$ cat config.mk
export PLATFORM = sky130hd
export DESIGN_NAME = smr_div_pipe
export DESIGN_NICKNAME = d
export VERILOG_FILES = /design/src/rtl/smr_pkg.sv /design/src/rtl/smr_div_pipe.sv
export SDC_FILE = /design/constraint.sdc
export NUM_CORES = 2
export LEC_CHECK = 0
export BUFFER_PORTS_ARGS = -buffer_cell sky130_fd_sc_hd__buf_4
export CORE_MARGIN = 5
export CORE_UTILIZATION = 50
export CTS_CLUSTER_DIAMETER = 150
export DETAILED_ROUTE_END_ITERATION = 10
export PLACE_DENSITY = 0.66
export SLEW_MARGIN = 25
export SYNTH_ARGS = -nofsm -noshare
export SYNTH_HDL_FRONTEND = slang
export SYNTH_SLANG_ARGS = --single-unit
$ cat constraint.sdc
create_clock -name clk -period 3.62 [get_ports clk]
set_input_delay 0.362 -clock clk [delete_from_list [all_inputs] [get_ports clk]]
set_output_delay 0.362 -clock clk [all_outputs]
set_load 0.01 [all_outputs]
$ cat src/rtl/smr_pkg.sv
// Shared register map, register widths, reset values and argument side type for the starvation mortality block.
package smr_pkg;

    // Register indexes on the configuration port.
    localparam logic [1:0] REG_INFLECTION = 2'd0;
    localparam logic [1:0] REG_SCALING    = 2'd1;
    localparam logic [1:0] REG_MAX_RATE   = 2'd2;
    localparam logic [1:0] REG_TIME_SCALE = 2'd3;

    // Register widths.
    localparam int INFL_W  = 16;
    localparam int SCALE_W = 16;
    localparam int RATE_W  = 24;
    localparam int TUS_W   = 32;
    localparam int OUT_W   = 32;

    // Reset values.
    localparam logic [INFL_W-1:0]  INFL_RESET  = 16'd39322;
    localparam logic [SCALE_W-1:0] SCALE_RESET = 16'd3277;
    localparam logic [RATE_W-1:0]  RATE_RESET  = 24'd65536;
    localparam logic [TUS_W-1:0]   TUS_RESET   = 32'd65536;

    // Side information carried through the argument divider.
    typedef struct packed {
        logic starving;
        logic neg;
        logic ovf;
    } smr_arg_side_t;

endpackage

$ cat src/rtl/smr_div_pipe.sv
// Pipelined restoring divider that retires one quotient bit per register stage.
module smr_div_pipe
    import smr_pkg::*;
#(
    parameter int DIV_W  = 32,
    parameter int Q_W    = 16,
    parameter int SIDE_W = 1
)
(
    input  logic              clk,
    input  logic              rst_n,
    input  logic              en,
    input  logic              in_valid,
    input  logic [DIV_W-1:0]  in_rem,
    input  logic [Q_W-1:0]    in_bits,
    input  logic [DIV_W-1:0]  in_divisor,
    input  logic [SIDE_W-1:0] in_side,
    output logic              out_valid,
    output logic [Q_W-1:0]    out_quot,
    output logic [SIDE_W-1:0] out_side
);

    logic [Q_W-1:0]    valid_reg;
    logic [DIV_W-1:0]  rem_reg     [Q_W];
    logic [Q_W-1:0]    bits_reg    [Q_W];
    logic [Q_W-1:0]    quot_reg    [Q_W];
    logic [DIV_W-1:0]  divisor_reg [Q_W];
    logic [SIDE_W-1:0] side_reg    [Q_W];

    for (genvar g = 0; g < Q_W; g++)
    begin : g_stage
        logic              pvalid;
        logic [DIV_W-1:0]  prem;
        logic [Q_W-1:0]    pbits;
        logic [Q_W-1:0]    pquot;
        logic [DIV_W-1:0]  pdiv;
        logic [SIDE_W-1:0] pside;
        logic [DIV_W:0]    trial;
        logic              ge;
        logic [DIV_W-1:0]  rem_next;

        // Select the previous stage, or the inputs for the first stage.
        if (g == 0)
        begin : g_first
            assign pvalid = in_valid;
            assign prem   = in_rem;
            assign pbits  = in_bits;
            assign pquot  = '0;
            assign pdiv   = in_divisor;
            assign pside  = in_side;
        end
        else
        begin : g_next
            assign pvalid = valid_reg[g-1];
            assign prem   = rem_reg[g-1];
            assign pbits  = bits_reg[g-1];
            assign pquot  = quot_reg[g-1];
            assign pdiv   = divisor_reg[g-1];
            assign pside  = side_reg[g-1];
        end

        // One trial subtraction per stage.
        always_comb
        begin
            trial    = {prem, pbits[Q_W-1]};
            ge       = (trial >= {1'b0, pdiv});
            rem_next = ge ? DIV_W'(trial - {1'b0, pdiv}) : DIV_W'(trial);
        end

        always_ff @(posedge clk or negedge rst_n)
        begin
            if (!rst_n)
            begin
                valid_reg[g] <= 1'b0;
            end
            else if (en)
            begin
                valid_reg[g] <= pvalid;
            end
        end

        always_ff @(posedge clk)
        begin
            if (en)
            begin
                rem_reg[g]     <= rem_next;
                bits_reg[g]    <= pbits << 1;
                quot_reg[g]    <= {pquot[Q_W-2:0], ge};
                divisor_reg[g] <= pdiv;
                side_reg[g]    <= pside;
            end
        end
    end

    assign out_valid = valid_reg[Q_W-1];
    assign out_quot  = quot_reg[Q_W-1];
    assign out_side  = side_reg[Q_W-1];

endmodule

==> key figures <==
Layout
  – Fill cell count: 10800
  – Inserted Diodes: 0
  – Final instance area: 82900 µm²
  – P&R area growth vs syn: 20.9%
  – Total Nets Final: ~7500
  – Total area of multi-input combinational cells: 29400 µm²
  – Number of standard cells in the layout, taps in and fillers out: 8790
  – Share of final-layout standard cells stronger than drive strength 1: 0.181
  – Footprint of the flip-flops and latches: 37400 µm²

Job
  – Count of maximum capacitance violations: 0

Yosys
  – Post-synthesis area per instance: between 10 and 15 µm²
  – Register bit count reported by yosys: ~1200
  – Mapped cell area: 68500 µm²
  – Most used flip-flop cell after synthesis: sky130_fd_sc_hd__edfxtp_1
  – Synth Instances: between 6000 and 7000
  – Proportion of synthesized area in mux cells: 0.0175
  – Synth Area in XOR/XNOR: 0.0514
  – Synth Area in Compound Gates: 0.152
  – Number of warnings reported in the yosys synthesis log: 0
  – Fraction of registers with async set/reset: 0.0128
  – Largest family of logic cells by synthesized area: compound AO/OA/AOI/OAI gates
  – Sequential element share of the synthesized area: 0.546
  – Library cells used by synthesis: 92
  – Mapped Nets: 6701
  – Arithmetic-cell share of the synthesized area counting full adders, half adders and majority gates: 0.0979
  – Number of synthesized flops with an enable pin: 1232
  – Fraction of the mapped netlist area in simple logic gates: 0.0918

Timing
  – Maximum clock frequency: 0.271 GHz
  – Setup violation total in the final timing report: 4
  – Post-route clock skew: 0.0259 ns
  – Setup Total Neg Slack: -0.0949 ns
  – Worst max-slew margin expressed relative to the limit: 0.495
  – RSZ-0062 raised after global routing: true
  – Final WS setup: -0.0726 ns
  – Total count of max-transition violations in the final report: 0
  – Pin slew with the least headroom to its limit: around 0.74 ns
  – Share of the clock period used by the worst path after layout: 1.02
  – Crit path time final: 3.69 ns
  – Final count of hold timing violations: 0

Setup path
  – Crit-path max FO: 5
  – Critical Path Start Type: flip-flop
  – Setup crit end kind: flip-flop
  – Arr. time, crit path: about 4.2 ns
  – Type of the setup path with the least slack: flip-flop to flip-flop
  – Data required time at the worst endpoint: 4.13 ns

Worst hold path
  – Worst hold-check path type: input pin to flip-flop

Global route
  – Number of antenna violations at the first check in global routing: 1
  – Gr ovfl total: 0
  – Via count of the first global-routing pass: 49200
  – First-pass GRT wire length: between 200000 and 300000 µm
  – Pin count of the biggest net entering global routing: between 90 and 100
  – Overall global routing resource usage: 0.216

Clock tree
  – Clock tree from TritonCTS: yes
  – Clock buffer count from CTS: 140
  – Clock latency on the worst-skew pair: approximately 0.77 ns
  – Clock root cell: sky130_fd_sc_hd__clkbuf_16
  – H-tree depth: 4
  – Count of clock tree sinks: 1248
  – Post-CTS clock slew at the launch and capture registers of the worst setup and hold paths: around 0.06 ns
  – Clock tree buffer depth: 3

Route
  – Routed wire length: 162000 µm
  – Initial detailed-routing violation count: 2442
  – Iteration count of the initial detailed-routing pass: 6
  – Detail-routed net length per standard cell: 18.4 µm
  – Antenna-violating nets left: 0
  – DRC violations left: 0
  – Vias per std cell: 5.47
  – Number of vias in the routed layout: just under 50000

Run status
  – Result of the run: finished, violations left
  – Violated checks: negative setup slack

Placed design
  – Placed cell count: roughly 8400
  – Gpl congestion: 0.944
  – # port buffers: 102
  – Placed Area: between 70000 and 80000 µm²
  – Post-detailed-placement half-perimeter wirelength: 122000 µm

Floorplan
  – Total number of placement rows: 135
  – Die width: 380 µm
  – Core Region: 136000 µm²
  – Height of the die: 380 µm
  – Initial cell density of the core: 0.505
  – Area enclosed by the die boundary: 145000 µm²
  – IO Count: 103

Power and ir drop
  – Leakage power: 0.0350 µW
  – Max VDD drop: 448 µV
  – Ratio of total power to cell area: 887 nW/µm²
-- cell usage in the layout (no fill, tap or decap), types with 15 or more instances in the layout --
cell | synthesis | final
sky130_fd_sc_hd__dlygate4sd3_1 | 0 | 83
sky130_fd_sc_hd__o21ai_0 | 454 | 426
sky130_fd_sc_hd__dfrtp_1 | 16 | 16
sky130_fd_sc_hd__buf_4 | 2 | 670
sky130_fd_sc_hd__clkbuf_1 | 95 | 30
sky130_fd_sc_hd__nand2_1 | 541 | 536
sky130_fd_sc_hd__nor4_1 | 19 | 18
sky130_fd_sc_hd__nand2b_1 | 64 | 63
sky130_fd_sc_hd__o31ai_1 | 44 | 32
sky130_fd_sc_hd__xnor2_1 | 211 | 210
sky130_fd_sc_hd__nor3_1 | 48 | 46
sky130_fd_sc_hd__ha_1 | 512 | 487
sky130_fd_sc_hd__inv_1 | 627 | 619
sky130_fd_sc_hd__nor2b_1 | 78 | 72
sky130_fd_sc_hd__o211ai_1 | 21 | 21
sky130_fd_sc_hd__o21ai_2 | 0 | 15
sky130_fd_sc_hd__o21ai_1 | 58 | 67
sky130_fd_sc_hd__a31oi_1 | 55 | 39
sky130_fd_sc_hd__clkinv_1 | 0 | 26
sky130_fd_sc_hd__buf_12 | 0 | 42
sky130_fd_sc_hd__or2_2 | 16 | 16
sky130_fd_sc_hd__a21oi_1 | 440 | 419
sky130_fd_sc_hd__clkbuf_16 | 0 | 152
sky130_fd_sc_hd__o21bai_1 | 58 | 53
sky130_fd_sc_hd__nand4_1 | 91 | 91
sky130_fd_sc_hd__mux2_2 | 100 | 99
sky130_fd_sc_hd__nand3_1 | 75 | 75
sky130_fd_sc_hd__nor2_1 | 305 | 301
sky130_fd_sc_hd__o21a_1 | 67 | 66
sky130_fd_sc_hd__a211oi_1 | 32 | 26
sky130_fd_sc_hd__a21oi_2 | 1 | 22
sky130_fd_sc_hd__a21o_1 | 284 | 283
sky130_fd_sc_hd__and3_1 | 39 | 38
sky130_fd_sc_hd__ha_4 | 0 | 19
sky130_fd_sc_hd__edfxtp_1 | 1232 | 1232
sky130_fd_sc_hd__or3_1 | 17 | 15
sky130_fd_sc_hd__clkinv_2 | 0 | 27
sky130_fd_sc_hd__xor2_1 | 191 | 191
-- per-layer routing --
metal	part of all wire	track usage	vias up
met3	0.030	0.0286	436
met4	0.061	0.121	0
met2	0.55	0.425	962
li1	-	-	23800
met5	0	0	-
met1	0.36	0.218	22900
-- critical path, stage by stage (launching register included) --
cell,delay (ns)
sky130_fd_sc_hd__edfxtp_1,0.45
sky130_fd_sc_hd__ha_4,0.33
sky130_fd_sc_hd__nand4_1,0.17
sky130_fd_sc_hd__nor3_2,0.30
sky130_fd_sc_hd__o31ai_4,0.13
sky130_fd_sc_hd__a31oi_4,0.26
sky130_fd_sc_hd__a41oi_2,0.21
sky130_fd_sc_hd__a211o_1,0.37
sky130_fd_sc_hd__or4_4,0.43
sky130_fd_sc_hd__nor3b_4,0.18
sky130_fd_sc_hd__buf_12,0.15
sky130_fd_sc_hd__buf_6,0.12
sky130_fd_sc_hd__inv_2,0.05
sky130_fd_sc_hd__mux2_4,0.29
-- Yosys cell counts, types with 64 or more instances --
cell type	number	area share
sky130_fd_sc_hd__a21o_1	284	0.031
sky130_fd_sc_hd__a21oi_1	440	0.032
sky130_fd_sc_hd__clkbuf_1	95	0.0052
sky130_fd_sc_hd__edfxtp_1	1232	0.54
sky130_fd_sc_hd__ha_1	512	0.093
sky130_fd_sc_hd__inv_1	627	0.034
sky130_fd_sc_hd__mux2_2	100	0.016
sky130_fd_sc_hd__nand2_1	541	0.030
sky130_fd_sc_hd__nand2b_1	64	0.0058
sky130_fd_sc_hd__nand3_1	75	0.0055
sky130_fd_sc_hd__nand4_1	91	0.0083
sky130_fd_sc_hd__nor2_1	305	0.017
sky130_fd_sc_hd__nor2b_1	78	0.0071
sky130_fd_sc_hd__o21a_1	67	0.0073
sky130_fd_sc_hd__o21ai_0	454	0.033
sky130_fd_sc_hd__xnor2_1	211	0.027
sky130_fd_sc_hd__xor2_1	191	0.024
-- logic make-up after synthesis --
group                    after synthesis
adder cells (fa/ha/maj)              527
flip-flops                          1248
buffers and inverters                778
XOR/XNOR                             402
multiplexers                         107
AO/OA/AOI/OAI                       1675
AND/OR/NAND/NOR                     1352
-- layout make-up --
cell class	instances	share of cell area
repair buffers	814	0.0852
multi-input cells	4063	0.354
clock buffers	174	0.0448
flip-flops and latches	1248	0.451
well taps	1781	0.0269
inverters	629	0.0286
clock inverters	81	0.00907
-- stage by stage --
step | hold WS, ns | worst slack (ns) | utilization | power [µW]
global route | 0.109 | -0.0946 | 0.610 | 78500
global placement | 0.225 | -0.497 | 0.556 | 56300
CTS | 0.0660 | 0.000786 | 0.598 | 71600
finish | 0.150 | -0.0726 | 0.610 | 73500
floorplan | 0.0664 | 0.412 | - | 45300
detailed placement | 0.231 | -0.456 | 0.556 | 56900
-- report_power, final --
part | leakage, µW | internal [µW] | switching, µW
logic | 0.0206 | 16900 | 19400
registers | 0.0123 | 21400 | 2110
clock network | 0.00218 | 8050 | 5760
-- repair_timing --
action                     4_1_cts  5_1_grt
resized for setup               52      209
gates cloned                     0        9
pin swaps                        6       98
hold buffers                    83        0
hold endpoints to repair        97        0
setup endpoints to repair      199      363
buffers inserted                 6       63
-- path summary, 6_finish.rpt --
| check | startpoint | endpoint | slack [ns] | cells past startpoint |
|---|---|---|---|---|
| setup reg to reg | rem_reg[6][7] | rem_reg[6][58] | -0.07 | 13 |
| setup / recovery | rem_reg[6][7] | rem_reg[6][58] | -0.07 | 13 |
| hold / removal | en | rem_reg[1][11] | 0.15 | 1 |
| min in group asynchronous | rst_n | g_stage[2].pvalid | 0.73 | 3 |
| max in group asynchronous | rst_n | g_stage[14].pvalid | 2.45 | 3 |
| hold reg to reg | bits_reg[0][36] | bits_reg[0][52] | 0.40 | 0 |
(Power assumes the default switching activity.)
